===== config.mk =====
export PLATFORM = sky130hd
export DESIGN_NAME = spi_clock_divider_search_core
export DESIGN_NICKNAME = d
export VERILOG_FILES = /design/src/sv/scds_pkg.sv /design/src/sv/scds_div.sv /design/src/sv/scds_cfg.sv /design/src/sv/spi_clock_divider_search_core.sv
export SDC_FILE = /design/constraint.sdc
export NUM_CORES = 1
export LEC_CHECK = 0
export BUFFER_PORTS_ARGS = -buffer_cell sky130_fd_sc_hd__clkbuf_2
export CORE_ASPECT_RATIO = 0.75
export CORE_UTILIZATION = 60
export CTS_CLUSTER_SIZE = 28
export DETAILED_ROUTE_END_ITERATION = 16
export HOLD_SLACK_MARGIN = 0.02
export PLACE_DENSITY = 0.8
export SYNTH_ARGS = -nofsm -noshare
export SYNTH_HDL_FRONTEND = slang
export SYNTH_SLANG_ARGS = --single-unit

===== constraint.sdc =====
create_clock -name clk_i -period 15.7 [get_ports clk_i]
set_input_delay 0.785 -clock clk_i [delete_from_list [all_inputs] [get_ports clk_i]]
set_output_delay 0.785 -clock clk_i [all_outputs]
set_load 0.05 [all_outputs]

===== src/sv/scds_pkg.sv =====
`timescale 1ns / 1ps
// ----------------------------------------------------------------------------
// scds_pkg
// Shared types and constants for the serial clock divider search block.
// ----------------------------------------------------------------------------
package scds_pkg;

  localparam int unsigned CLK_W    = 30;  // system clock / rate width
  localparam int unsigned FREQ_W   = 32;  // target rate width
  localparam int unsigned PRE_W    = 13;
  localparam int unsigned CNT_W    = 6;
  localparam int unsigned PROD_W   = 20;  // (prescale+1)*(count+1) <= 2^19
  localparam int unsigned WORD_W   = 32;
  localparam int unsigned DIV_CW   = $clog2(CLK_W);
  localparam int unsigned CFG_AW   = 2;

  // slowest rate is clk / (8192*64)
  localparam int unsigned SLOW_SHIFT = 19;
  // prescale candidates are estimate-1 .. estimate+2, estimate = q-1
  localparam logic [CLK_W:0] EST_BIAS = (CLK_W+1)'(2);

  localparam logic [WORD_W-1:0] BYPASS_WORD  = 32'h8000_0000;
  localparam logic [WORD_W-1:0] SLOWEST_WORD = 32'h7FFF_F000;
  localparam logic [PRE_W-1:0]  PRESCALE_MAX = 13'h1FFF;
  localparam logic [CNT_W-1:0]  COUNT_MAX    = 6'h3F;
  localparam logic [CLK_W-1:0]  SYS_CLK_RST  = 30'd80000000;

  localparam logic [CFG_AW-1:0] ADDR_SYS_CLK = 2'd0;

  typedef enum logic [3:0] {
    ST_IDLE,
    ST_CHECK,
    ST_NDIV,
    ST_NWAIT,
    ST_EDIV,
    ST_EWAIT,
    ST_MUL,
    ST_CDIV,
    ST_CWAIT,
    ST_EVAL,
    ST_DONE
  } state_e;

  typedef struct packed {
    logic busy;
    logic done;
  } div_stat_t;

  // low[5:0], high[11:6] = 0, count[17:12], prescale[30:18], bypass[31] = 0
  function automatic logic [WORD_W-1:0] pack_word(input logic [PRE_W-1:0] pre,
                                                  input logic [CNT_W-1:0] cnt);
    logic [CNT_W:0] low;
    low = ({1'b0, cnt} + (CNT_W+1)'(1)) >> 1;
    return {1'b0, pre, cnt, {CNT_W{1'b0}}, low[CNT_W-1:0]};
  endfunction

endpackage


===== src/sv/scds_div.sv =====
`timescale 1ns / 1ps
// ----------------------------------------------------------------------------
// scds_div
// Shared radix-2 restoring divider, one quotient bit per cycle.
// ----------------------------------------------------------------------------
module scds_div (
  input  logic                             clk_i,
  input  logic                             rst_ni,
  input  logic                             start_i,
  input  logic [scds_pkg::CLK_W-1:0]       dividend_i,
  input  logic [scds_pkg::FREQ_W-1:0]      divisor_i,
  output scds_pkg::div_stat_t              stat_o,
  output logic [scds_pkg::CLK_W-1:0]       quotient_o
);

  logic                             active_q, active_d;
  logic                             done_q, done_d;
  logic [scds_pkg::DIV_CW-1:0]      cnt_q, cnt_d;
  logic [scds_pkg::FREQ_W-1:0]      rem_q, rem_d;
  logic [scds_pkg::FREQ_W-1:0]      dvs_q, dvs_d;
  logic [scds_pkg::CLK_W-1:0]       dq_q, dq_d;
  logic [scds_pkg::FREQ_W:0]        trial;
  logic [scds_pkg::FREQ_W:0]        diff;
  logic                             fits;

  assign trial = {rem_q, dq_q[scds_pkg::CLK_W-1]};
  assign diff  = trial - {1'b0, dvs_q};
  assign fits  = trial >= {1'b0, dvs_q};

  always_comb begin
    active_d = active_q;
    done_d   = 1'b0;
    cnt_d    = cnt_q;
    rem_d    = rem_q;
    dvs_d    = dvs_q;
    dq_d     = dq_q;
    if (start_i) begin
      active_d = 1'b1;
      cnt_d    = '0;
      rem_d    = '0;
      dvs_d    = divisor_i;
      dq_d     = dividend_i;
    end else if (active_q) begin
      // dividend bits shift out at the top, quotient bits in at the bottom
      rem_d = fits ? diff[scds_pkg::FREQ_W-1:0] : trial[scds_pkg::FREQ_W-1:0];
      dq_d  = {dq_q[scds_pkg::CLK_W-2:0], fits};
      cnt_d = cnt_q + scds_pkg::DIV_CW'(1);
      if (cnt_q == scds_pkg::DIV_CW'(scds_pkg::CLK_W - 1)) begin
        active_d = 1'b0;
        done_d   = 1'b1;
      end
    end
  end

  always_ff @(posedge clk_i or negedge rst_ni) begin
    if (!rst_ni) begin
      active_q <= 1'b0;
      done_q   <= 1'b0;
      cnt_q    <= '0;
    end else begin
      active_q <= active_d;
      done_q   <= done_d;
      cnt_q    <= cnt_d;
    end
  end

  always_ff @(posedge clk_i) begin
    rem_q <= rem_d;
    dvs_q <= dvs_d;
    dq_q  <= dq_d;
  end

  assign stat_o.busy = active_q;
  assign stat_o.done = done_q;
  assign quotient_o  = dq_q;

endmodule


===== src/sv/scds_cfg.sv =====
`timescale 1ns / 1ps
// ----------------------------------------------------------------------------
// scds_cfg
// APB register slice holding the system clock frequency.
// ----------------------------------------------------------------------------
module scds_cfg (
  input  logic                              clk_i,
  input  logic                              rst_ni,
  input  logic                              psel,
  input  logic                              penable,
  input  logic                              pwrite,
  input  logic [scds_pkg::CFG_AW-1:0]       paddr,
  input  logic [31:0]                       pwdata,
  output logic [31:0]                       prdata,
  output logic                              pready,
  output logic [scds_pkg::CLK_W-1:0]        sys_clock_hz_o
);

  logic [scds_pkg::CLK_W-1:0] sys_clk_q, sys_clk_d;
  logic                       wr_en;

  assign pready = 1'b1;
  assign wr_en  = psel && penable && pwrite && (paddr == scds_pkg::ADDR_SYS_CLK);

  always_comb begin
    sys_clk_d = sys_clk_q;
    if (wr_en) begin
      sys_clk_d = pwdata[scds_pkg::CLK_W-1:0];
    end
  end

  always_ff @(posedge clk_i or negedge rst_ni) begin
    if (!rst_ni) begin
      sys_clk_q <= scds_pkg::SYS_CLK_RST;
    end else begin
      sys_clk_q <= sys_clk_d;
    end
  end

  always_comb begin
    prdata = '0;
    if (paddr == scds_pkg::ADDR_SYS_CLK) begin
      prdata = {{(32 - scds_pkg::CLK_W){1'b0}}, sys_clk_q};
    end
  end

  assign sys_clock_hz_o = sys_clk_q;

endmodule


===== src/sv/spi_clock_divider_search_core.sv =====
`timescale 1ns / 1ps
// ----------------------------------------------------------------------------
// spi_clock_divider_search_core
// Finds a serial clock divider word for a requested rate.
// ----------------------------------------------------------------------------
// Pulse start while busy is low to hand in one target rate. busy stays high
// until the result, which appears for a single cycle with done_o high and
// must be captured then. Targets at or above the system clock, or below the
// slowest reachable rate, strobe their result straight from the check state.
// Otherwise the search walks counts 1..63 with four prescale trials each.
// Every division runs through one shared 30-step divider. For each count it
// divides the system clock by count+1 and that quotient by the target, then
// each trial divides the system clock by (prescale+1)*(count+1). An exact
// match ends the search early.
// ----------------------------------------------------------------------------
module spi_clock_divider_search_core (
  input  logic                               clk_i,
  input  logic                               rst_ni,
  input  logic                               start,
  output logic                               busy,
  input  logic [scds_pkg::FREQ_W-1:0]        target_hz_i,
  output logic                               done_o,
  output logic [scds_pkg::WORD_W-1:0]        divider_word_o,
  output logic [scds_pkg::PRE_W-1:0]         prescale_o,
  output logic [scds_pkg::CNT_W-1:0]         n_count_o,
  output logic [scds_pkg::CNT_W-1:0]         low_count_o,
  output logic                               sysclk_bypass_o,
  output logic [scds_pkg::CLK_W-1:0]         achieved_hz_o,
  input  logic                               psel,
  input  logic                               penable,
  input  logic                               pwrite,
  input  logic [scds_pkg::CFG_AW-1:0]        paddr,
  input  logic [31:0]                        pwdata,
  output logic [31:0]                        prdata,
  output logic                               pready
);

  scds_pkg::state_e                  state_q, state_d;
  logic [scds_pkg::CLK_W-1:0]        sys_clk;
  logic [scds_pkg::FREQ_W-1:0]       freq_q;
  logic [scds_pkg::CNT_W-1:0]        n_q;
  logic [1:0]                        k_q;
  logic [scds_pkg::CLK_W-1:0]        q1_q;
  logic [scds_pkg::CLK_W-1:0]        q2_q;
  logic [scds_pkg::PRE_W-1:0]        pre_q;
  logic [scds_pkg::PROD_W-1:0]       prod_q;
  logic [scds_pkg::CLK_W-1:0]        best_rate_q;
  logic [scds_pkg::WORD_W-1:0]       best_word_q;
  logic [scds_pkg::WORD_W-1:0]       word_q;
  logic [scds_pkg::CLK_W-1:0]        ach_q;

  logic                              div_start;
  logic [scds_pkg::CLK_W-1:0]        div_dividend;
  logic [scds_pkg::FREQ_W-1:0]       div_divisor;
  scds_pkg::div_stat_t               div_stat;
  logic [scds_pkg::CLK_W-1:0]        div_q;

  logic [scds_pkg::CLK_W:0]          est_sum;
  logic [scds_pkg::CLK_W:0]          est_sub;
  logic [scds_pkg::PRE_W-1:0]        pre_c;
  logic [scds_pkg::PRE_W+scds_pkg::CNT_W+1:0] prod_c;
  logic [scds_pkg::WORD_W-1:0]       cand_word;
  logic                              exact;
  logic                              better;
  logic                              last_trial;
  logic [scds_pkg::CLK_W-1:0]        nbest_rate;
  logic [scds_pkg::WORD_W-1:0]       nbest_word;
  logic                              is_bypass;
  logic                              is_slowest;
  logic [scds_pkg::CLK_W-1:0]        slow_rate;

  scds_cfg u_cfg (
    .clk_i          (clk_i),
    .rst_ni         (rst_ni),
    .psel           (psel),
    .penable        (penable),
    .pwrite         (pwrite),
    .paddr          (paddr),
    .pwdata         (pwdata),
    .prdata         (prdata),
    .pready         (pready),
    .sys_clock_hz_o (sys_clk)
  );

  scds_div u_div (
    .clk_i      (clk_i),
    .rst_ni     (rst_ni),
    .start_i    (div_start),
    .dividend_i (div_dividend),
    .divisor_i  (div_divisor),
    .stat_o     (div_stat),
    .quotient_o (div_q)
  );

  // ---------------- candidate arithmetic ----------------
  assign slow_rate  = sys_clk >> scds_pkg::SLOW_SHIFT;
  assign is_bypass  = freq_q >= {{(scds_pkg::FREQ_W - scds_pkg::CLK_W){1'b0}}, sys_clk};
  assign is_slowest = (freq_q == '0) ||
                      (freq_q < {{(scds_pkg::FREQ_W - scds_pkg::CLK_W){1'b0}}, slow_rate});

  // prescale = q2 - 2 + k, clamped to 0..8191
  assign est_sum = {1'b0, q2_q} + {{(scds_pkg::CLK_W - 1){1'b0}}, k_q};
  assign est_sub = est_sum - scds_pkg::EST_BIAS;

  always_comb begin
    if (est_sum < scds_pkg::EST_BIAS) begin
      pre_c = '0;
    end else if (est_sub > {{(scds_pkg::CLK_W + 1 - scds_pkg::PRE_W){1'b0}},
                           scds_pkg::PRESCALE_MAX}) begin
      pre_c = scds_pkg::PRESCALE_MAX;
    end else begin
      pre_c = est_sub[scds_pkg::PRE_W-1:0];
    end
  end

  assign prod_c = ({1'b0, pre_c} + (scds_pkg::PRE_W+1)'(1)) *
                  ({1'b0, n_q} + (scds_pkg::CNT_W+1)'(1));

  assign cand_word  = scds_pkg::pack_word(pre_q, n_q);
  assign exact      = {{(scds_pkg::FREQ_W - scds_pkg::CLK_W){1'b0}}, div_q} == freq_q;
  assign better     = ({{(scds_pkg::FREQ_W - scds_pkg::CLK_W){1'b0}}, div_q} < freq_q) &&
                      (div_q > best_rate_q);
  assign last_trial = (k_q == 2'd3) && (n_q == scds_pkg::COUNT_MAX);
  assign nbest_rate = better ? div_q : best_rate_q;
  assign nbest_word = better ? cand_word : best_word_q;

  // ---------------- divider operand select ----------------
  always_comb begin
    div_dividend = sys_clk;
    div_divisor  = {{(scds_pkg::FREQ_W - scds_pkg::PROD_W){1'b0}}, prod_q};
    case (state_q)
      scds_pkg::ST_NDIV: begin
        div_divisor = scds_pkg::FREQ_W'({1'b0, n_q} + (scds_pkg::CNT_W+1)'(1));
      end
      scds_pkg::ST_EDIV: begin
        div_dividend = q1_q;
        div_divisor  = freq_q;
      end
      default: begin
      end
    endcase
  end

  // ---------------- next state ----------------
  always_comb begin
    state_d = state_q;
    case (state_q)
      scds_pkg::ST_IDLE:  if (start) state_d = scds_pkg::ST_CHECK;
      scds_pkg::ST_CHECK: begin
        if (is_bypass || is_slowest) state_d = scds_pkg::ST_DONE;
        else                         state_d = scds_pkg::ST_NDIV;
      end
      scds_pkg::ST_NDIV:  state_d = scds_pkg::ST_NWAIT;
      scds_pkg::ST_NWAIT: if (div_stat.done) state_d = scds_pkg::ST_EDIV;
      scds_pkg::ST_EDIV:  state_d = scds_pkg::ST_EWAIT;
      scds_pkg::ST_EWAIT: if (div_stat.done) state_d = scds_pkg::ST_MUL;
      scds_pkg::ST_MUL:   state_d = scds_pkg::ST_CDIV;
      scds_pkg::ST_CDIV:  state_d = scds_pkg::ST_CWAIT;
      scds_pkg::ST_CWAIT: if (div_stat.done) state_d = scds_pkg::ST_EVAL;
      scds_pkg::ST_EVAL: begin
        if (exact || last_trial) state_d = scds_pkg::ST_DONE;
        else if (k_q == 2'd3)    state_d = scds_pkg::ST_NDIV;
        else                     state_d = scds_pkg::ST_MUL;
      end
      scds_pkg::ST_DONE:  state_d = scds_pkg::ST_IDLE;
      default:            state_d = scds_pkg::ST_IDLE;
    endcase
  end

  // ---------------- FSM outputs ----------------
  always_comb begin
    busy      = 1'b1;
    done_o    = 1'b0;
    div_start = 1'b0;
    case (state_q)
      scds_pkg::ST_IDLE: busy = 1'b0;
      scds_pkg::ST_NDIV,
      scds_pkg::ST_EDIV,
      scds_pkg::ST_CDIV: div_start = 1'b1;
      scds_pkg::ST_DONE: done_o = 1'b1;
      default: begin
      end
    endcase
  end

  always_ff @(posedge clk_i or negedge rst_ni) begin
    if (!rst_ni) begin
      state_q <= scds_pkg::ST_IDLE;
    end else begin
      state_q <= state_d;
    end
  end

  // ---------------- datapath ----------------
  always_ff @(posedge clk_i) begin
    case (state_q)
      scds_pkg::ST_IDLE: begin
        if (start) freq_q <= target_hz_i;
      end
      scds_pkg::ST_CHECK: begin
        n_q         <= scds_pkg::CNT_W'(1);
        k_q         <= '0;
        best_rate_q <= '0;
        best_word_q <= '0;
        if (is_bypass) begin
          word_q <= scds_pkg::BYPASS_WORD;
          ach_q  <= sys_clk;
        end else begin
          word_q <= scds_pkg::SLOWEST_WORD;
          ach_q  <= slow_rate;
        end
      end
      scds_pkg::ST_NWAIT: begin
        if (div_stat.done) q1_q <= div_q;
      end
      scds_pkg::ST_EWAIT: begin
        if (div_stat.done) q2_q <= div_q;
      end
      scds_pkg::ST_MUL: begin
        pre_q  <= pre_c;
        prod_q <= prod_c[scds_pkg::PROD_W-1:0];
      end
      scds_pkg::ST_EVAL: begin
        best_rate_q <= nbest_rate;
        best_word_q <= nbest_word;
        k_q         <= k_q + 2'd1;
        if (k_q == 2'd3) n_q <= n_q + scds_pkg::CNT_W'(1);
        if (exact) begin
          word_q <= cand_word;
          ach_q  <= div_q;
        end else if (nbest_rate == '0) begin
          // nothing below the target: empty word, rate as if undivided
          word_q <= '0;
          ach_q  <= sys_clk;
        end else begin
          word_q <= nbest_word;
          ach_q  <= nbest_rate;
        end
      end
      default: begin
      end
    endcase
  end

  assign divider_word_o  = word_q;
  assign prescale_o      = word_q[30:18];
  assign n_count_o       = word_q[17:12];
  assign low_count_o     = word_q[5:0];
  assign sysclk_bypass_o = word_q[31];
  assign achieved_hz_o   = ach_q;

`ifndef NO_ASSERTIONS
  a_start_busy: assert property (@(posedge clk_i) disable iff (!rst_ni)
    start && !busy |=> busy)
    else $error("accepted item did not raise busy");

  a_done_pulse: assert property (@(posedge clk_i) disable iff (!rst_ni)
    done_o |=> !done_o)
    else $error("result strobe longer than one cycle");

  a_div_idle_start: assert property (@(posedge clk_i) disable iff (!rst_ni)
    div_start |-> !div_stat.busy)
    else $error("divider restarted while running");

  a_bypass_rate: assert property (@(posedge clk_i) disable iff (!rst_ni)
    done_o && sysclk_bypass_o |-> achieved_hz_o == sys_clk)
    else $error("bypass result with wrong rate");

  a_search_below: assert property (@(posedge clk_i) disable iff (!rst_ni)
    done_o && !sysclk_bypass_o && (divider_word_o != scds_pkg::SLOWEST_WORD) &&
    (divider_word_o != '0) |->
    {{(scds_pkg::FREQ_W - scds_pkg::CLK_W){1'b0}}, achieved_hz_o} <= freq_q)
    else $error("searched rate above target");
`endif

endmodule


# Yosys cells after proc, flatten, opt, wreduce, memory -nomap -nowiden
# Cells that the tools add are included.
# W data, S select, Z words.
# classes
order_cmp,7
add_sub_neg,10
muxes,42
n_mul,1
reduce_logical,20
n_eq_ne,19
# op_table
op,count
$mux W30,8
$pmux W32 S2,3
$mux W32,5
$pmux W30 S2,2
$pmux W4 S10,1
$ge A33 B32 Y1,1
$eq A30 B32 Y1,1
$ge A32 B30 Y1,1
$logic_not A32 Y1,1
$lt A30 B32 Y1,1
$lt A32 B11 Y1,1
$sub A32 B32 Y32,1
$add A30 B2 Y31,1
$gt A31 B13 Y1 const B,1
$lt A31 B2 Y1 const B,1
$sub A31 B2 Y31 const B,1
$gt A30 B30 Y1,1
$logic_not A30 Y1,1
$mux W13,2
$mux W4,6
$add A6 B1 Y7 const B,3
$mul A14 B7 Y20,1
$eq A4 B3 Y1 const B,4
$add A13 B1 Y14 const B,1
25 further kinds,50
# word_totals
input_bits,72
out_inout_bits,123
ff_bits,392
word_cells,118

# Longest topological paths before layout
# depth
ltp_word,7
depth_mapped,42
depth_no_buf,39

# Hierarchy
# Synthesis repeated with hierarchy kept, for this count alone.
# unflattened
cells_unflattened,2563
hier_area_um2,26427.8
# modules_own_cells
mod,cells_per_inst,area_per_inst_um2,n_inst,seq_area_each_um2
spi_clock_divider_search_core,1881,18948.2,1,7817.5
scds_div,579,5962.0,1,2677.6
scds_cfg,103,1517.7,1,760.7

# Worst setup path before layout
# Ideal clock, no wire load.
# synth_timing
path_type,register -> register
start,register k_q[0]
end,register prod_q[19] (netlist name) (data pin)
required_time_ns,15.431
path_buffers,3
path_stages_with_launch,41
period_less_slack_ns,10.000
arrival_time_ns,9.730
setup_time_ns,0.269
setup_slack_ns,5.700
cell_sequence,edfxtp_1 ha_1 fa_1 xor2_1 inv_1 ha_1 nand3_1 or3_1 or3b_4 nor4_1 mux2_2 and4_1 and3_1 buf_4 buf_8 a21oi_4 ha_1 clkbuf_1 [5 not listed] fa_1 inv_1 fa_1 inv_1 fa_1 inv_1 ha_1 nand3_1 o211ai_1 o41ai_1 o2111ai_1 a31o_2 nor4_1 nor3_1 o211ai_1 o21ai_0 a2111oi_0 nand3_1
# synth_between
elab_chain_cells,7
elab_cells_between_ends,8
cone_classes,3 x add/sub; 1 x mul; 2 x order compare; 2 x mux
# synth_lines
item,line_no,rtl
from (decl),spi_clock_divider_search_core.sv:42,logic [1:0] k_q;
from (signal assigned),spi_clock_divider_search_core.sv:226,k_q <= k_q + 2'd1;
$add A30 B2 Y31 (*),spi_clock_divider_search_core.sv:102,"assign est_sum = {1'b0, q2_q} + {{(scds_pkg::CLK_W - 1){1'b0}}, k_q};"
$sub A31 B2 Y31,spi_clock_divider_search_core.sv:103,assign est_sub = est_sum - scds_pkg::EST_BIAS;
$gt A31 B13 Y1,spi_clock_divider_search_core.sv:108,"end else if (est_sub > {{(scds_pkg::CLK_W + 1 - scds_pkg::PRE_W){1'b0}},"
$mux W13,spi_clock_divider_search_core.sv:108,
$mux W13 (*),spi_clock_divider_search_core.sv:106,if (est_sum < scds_pkg::EST_BIAS) begin
"net pre_c, one bit",spi_clock_divider_search_core.sv:60,logic [scds_pkg::PRE_W-1:0] pre_c;
$add A13 B1 Y14 (*),spi_clock_divider_search_core.sv:116,"assign prod_c = ({1'b0, pre_c} + (scds_pkg::PRE_W+1)'(1)) *"
$mul A14 B7 Y20 (*),spi_clock_divider_search_core.sv:116,
"net prod_c, one bit",spi_clock_divider_search_core.sv:61,logic [scds_pkg::PRE_W+scds_pkg::CNT_W+1:0] prod_c;
to (signal assigned),spi_clock_divider_search_core.sv:221,prod_q <= prod_c[scds_pkg::PROD_W-1:0];
to (decl),spi_clock_divider_search_core.sv:46,logic [scds_pkg::PROD_W-1:0] prod_q;
# The timed path passes the listed nets; every way through them passes the cells marked *.
# A chain may end at the register's enable or synchronous reset.

# Worst setup path after layout
# Ends and elaborated chain as after synthesis.

==> impl_results.rst <==
.. list-table::
   :header-rows: 1

   * - Metric
     - Value
   * - DRC Markers
     - 0
   * - Via count of the first global-routing pass
     - 20,400
   * - Number of nets in the layout
     - 3,036
   * - WL/cell
     - ~23 um
   * - Clock Sink Count
     - 392
   * - Row count
     - 65
   * - Clock period minus worst slack
     - 12.77 ns
   * - EDFF count, synth
     - 319
   * - Share of the synthesized netlist area taken by xor and xnor gates
     - 3.15%
   * - Inserted Clock Buffers
     - between 40 and 50
   * - Final Wtd Congestion
     - just under 1
   * - Critical Path Most Common Cell
     - fa_1
   * - Worst Path Class, Setup
     - flop to flop
   * - Gate Count Post-Synth
     - 2,626
   * - Category of cells accounting for the largest share of critical-path delay
     - simple AND/OR/NAND/NOR gates
   * - Nature of the critical path startpoint
     - flop
   * - Post-Syn Area per Cell
     - 9.83 um^2
   * - Share of the yosys chip area belonging to registers
     - 43.6%
   * - Combinational family with the most area after synthesis
     - simple AND/OR/NAND/NOR gates
   * - Delay of the slowest cell on the worst path
     - 1.02 ns
   * - H-tree depth
     - 2
   * - Final instance area
     - 28,300 um^2
   * - Crit. End Element
     - flop
   * - Area share of and/or/nand/nor cells after synthesis
     - 16.3%
   * - Top achievable clock speed
     - 78.3 MHz
   * - Number of ports placed on the die boundary
     - 195
   * - Number of max-cap violations
     - 0
   * - Maximum vdd drop
     - 0.0849 mV
   * - Sum of buffers and inverters on the critical path
     - 4
   * - Asr flop ratio synth
     - 10.5%
   * - Final count of negative-setup-slack endpoints
     - 0
   * - Die extent in y
     - roughly 180 um
   * - Clock Pin Slew Worst Setup and Hold Paths
     - 0.07 ns
   * - Number of different library cells in the post-synthesis netlist
     - 97
   * - Count of antenna diodes in the layout
     - 0
   * - Share of synthesized area spent on multiplexers
     - 2.54%
   * - Cells on worst reg2reg path
     - 37
   * - Cell type with the highest aggregate area in the netlist
     - edfxtp_1
   * - Ranking of synthesized cells by area
     - edfxtp_1 (37%), ha_1 (8.6%), fa_1 (4.7%), nor2_1 (4.0%), dfrtp_1 (3.2%)
   * - CTS Hold Bufs
     - 0
   * - Number of antenna violations at the first check in global routing
     - 1
   * - Horiz. Die Dim
     - 242 um
   * - Critical path depth
     - 37
   * - PnR worst setup slack
     - 2.93 ns
   * - Summed instance area of the synthesized netlist
     - 25,800 um^2
   * - Routed via count divided by cell count
     - 6.43
   * - Final worst clock skew
     - 0.0245 ns
   * - CTS Root Buffer Type
     - clkbuf_16
   * - Slew @ Worst Pin
     - 1.17 ns
   * - Vias after detailed routing
     - ~21,000
   * - Die area
     - 43,900 um^2
   * - Final Routed Wirelength
     - 75,400 um
   * - Number of iterations in the first detailed-routing pass
     - 7
   * - Run status
     - finished clean
   * - Antenna-violating nets left
     - 0
   * - Hold violation total from the final report
     - 0
   * - Clock insertion delay at the later pin of the skew report
     - about 0.57 ns
   * - Tot GR Track Use
     - 34.0%
   * - Top cells by count, synth
     - edfxtp_1 (319), nor2_1 (273), inv_1 (208)
   * - Count leader, synth
     - edfxtp_1
   * - Post-synthesis share of cell area spent on full adders, half adders and majority gates
     - 13.3%
   * - Initial Util
     - 61.2%
   * - Setup Buffers After CTS
     - 0
   * - Total negative setup slack
     - 0 ns
   * - Max Slew Vio Count
     - 0
   * - Most used flip-flop cell after synthesis
     - edfxtp_1
   * - Maximum fanout encountered on the critical timing path
     - 24
   * - Static leakage
     - 0.0125 uW
   * - Number of synthesized register bits
     - 392
   * - Growth of design area from synthesis to finish
     - 9.60%
   * - Required time worst endpoint
     - 16.00 ns
   * - Post-cts resize count
     - 0
   * - CTS max path bufs
     - 3
   * - Starting DRT DRC Count
     - 2,698
   * - Placement Cell Area
     - 27,000 um^2
   * - Cell type of the slowest stage on the worst timing path
     - nor4_1
   * - Port-buffer cells
     - ~190
   * - Signal arrival time at the worst endpoint
     - 13.07 ns
   * - Kind of path behind the tightest hold check
     - input port to asynchronous set/reset pin
   * - Final core utilization
     - 67.0%
   * - Global route total overflow
     - 0
   * - Largest net degree at the start of global routing
     - 89
   * - Proportion of netlist area held by the largest area contributor
     - 37.1%
   * - Pre-CTS setup slack
     - ~3.4 ns
   * - Layout cells sized above 1
     - 12.6%
   * - Fraction of the cycle the final worst path needs
     - between 80% and 90%
   * - Detailed Place HPWL
     - 54,600 um
   * - Total power density per cell area
     - around 83 nW/um^2
   * - Post-route worst hold slack
     - 0.289 ns
   * - Area of the core
     - 42,200 um^2
   * - Post-synthesis compound-gate area fraction
     - 15.1%
   * - Global-route wire length before repair
     - 116,000 um
   * - TritonCTS clock tree
     - done
   * - RSZ-0062 raised after global routing
     - no
   * - Count of yosys warnings during synthesis
     - 0
   * - Worst relative slew slack
     - 20.3%
-- worst paths after layout --
path                                 from                 endpoint  slack, ns
setup / recovery                   k_q[0]               prod_q[19]       2.93
hold reg to reg            u_div.rem_q[4]           u_div.rem_q[5]       0.48
hold / removal                     rst_ni  u_cfg.sys_clock_hz_o[3]       0.29
min in group clk_i         target_hz_i[4]                freq_q[4]       0.39
setup reg to reg                   k_q[0]               prod_q[19]       2.93
max in group asynchronous          rst_ni             u_div.done_q      14.96
-- flip-flops by register name, indices dropped and copies added, names as in the netlist, 5 cells and up --
name / flops
best_rate_q: 30
q2_q: 30
prod_q: 20
best_word_q: 32
divider_word_o: 32
u_div.cnt_q: 5
u_div.quotient_o: 30
pre_q: 13
freq_q: 32
n_q: 6
u_cfg.sys_clock_hz_o: 30
achieved_hz_o: 30
u_div.dvs_q: 32
u_div.rem_q: 32
q1_q: 30
-- where the power goes --
part | total [uW] | internal (uW) | leakage, uW | switching (uW)
registers | 1160 | 1140 | 0.00313 | 15.5
clock network | 977 | 547 | 0.000639 | 430
logic | 219 | 72.7 | 0.00874 | 147
-- cells in the final DEF (no fill, tap or decap), types with 19 or more instances in the layout --
cell,count
edfxtp_1,319
nand4_1,39
nand2b_1,24
xnor2_1,61
xor2_1,30
clkbuf_16,42
nor2_1,268
o21ai_0,162
nand2_1,192
buf_4,27
fa_1,60
a31oi_1,35
dfxtp_1,32
a22o_1,34
ha_1,178
inv_1,207
nor3_1,74
mux2i_1,57
nand3_1,58
a21oi_1,154
clkbuf_2,189
or3_1,19
dfrtp_1,33
and3_1,38
nor4_1,48
a21o_1,59
-- layout make-up --
| class | instances | area [um^2] |
|---|---|---|
| Fill cell | 3219 | 13900 |
| Multi-Input combinational cell | 1865 | 13100 |
| Sequential cell | 392 | 11300 |
| Timing Repair Buffer | 216 | 1150 |
| Clock buffer | 58 | 1140 |
| Inverter | 210 | 788 |
| Tap cell | 569 | 712 |
| Clock inverter | 18 | 184 |
-- cell families (layout without fill, tap and decap cells) --
logic type | after synthesis | after routing
buf+inv | 370 | 502
flops | 392 | 392
other cells | 2 | 3
simple gates | 863 | 863
fa+ha+maj | 238 | 238
mux | 64 | 64
xor+xnor | 92 | 92
compound gates | 605 | 605
-- metrics by stage --
| stage | std cells | power [uW] |
|---|---|---|
| 4_1_cts | 3328 | 2360 |
| 5_1_grt | 3328 | 2420 |
| 3_5_place_dp | 3252 | 1390 |
| 2_1_floorplan | 2627 | 1310 |
| 6_report | 3328 | 2350 |
| 3_3_place_gp | 3252 | 1380 |
-- metal layers --
metal / routed length (um) / up-vias / track usage (%) / part of all wire (%)
met5: 13 / - / 0 / 0.017
met2: 32500 / 1216 / 50.5 / 43
li1: - / 9657 / - / -
met1: 32100 / 10400 / 50.3 / 43
met3: 8840 / 163 / 7.04 / 12
met4: 1990 / 2 / 9.73 / 2.6
(Power assumes the default switching activity.)
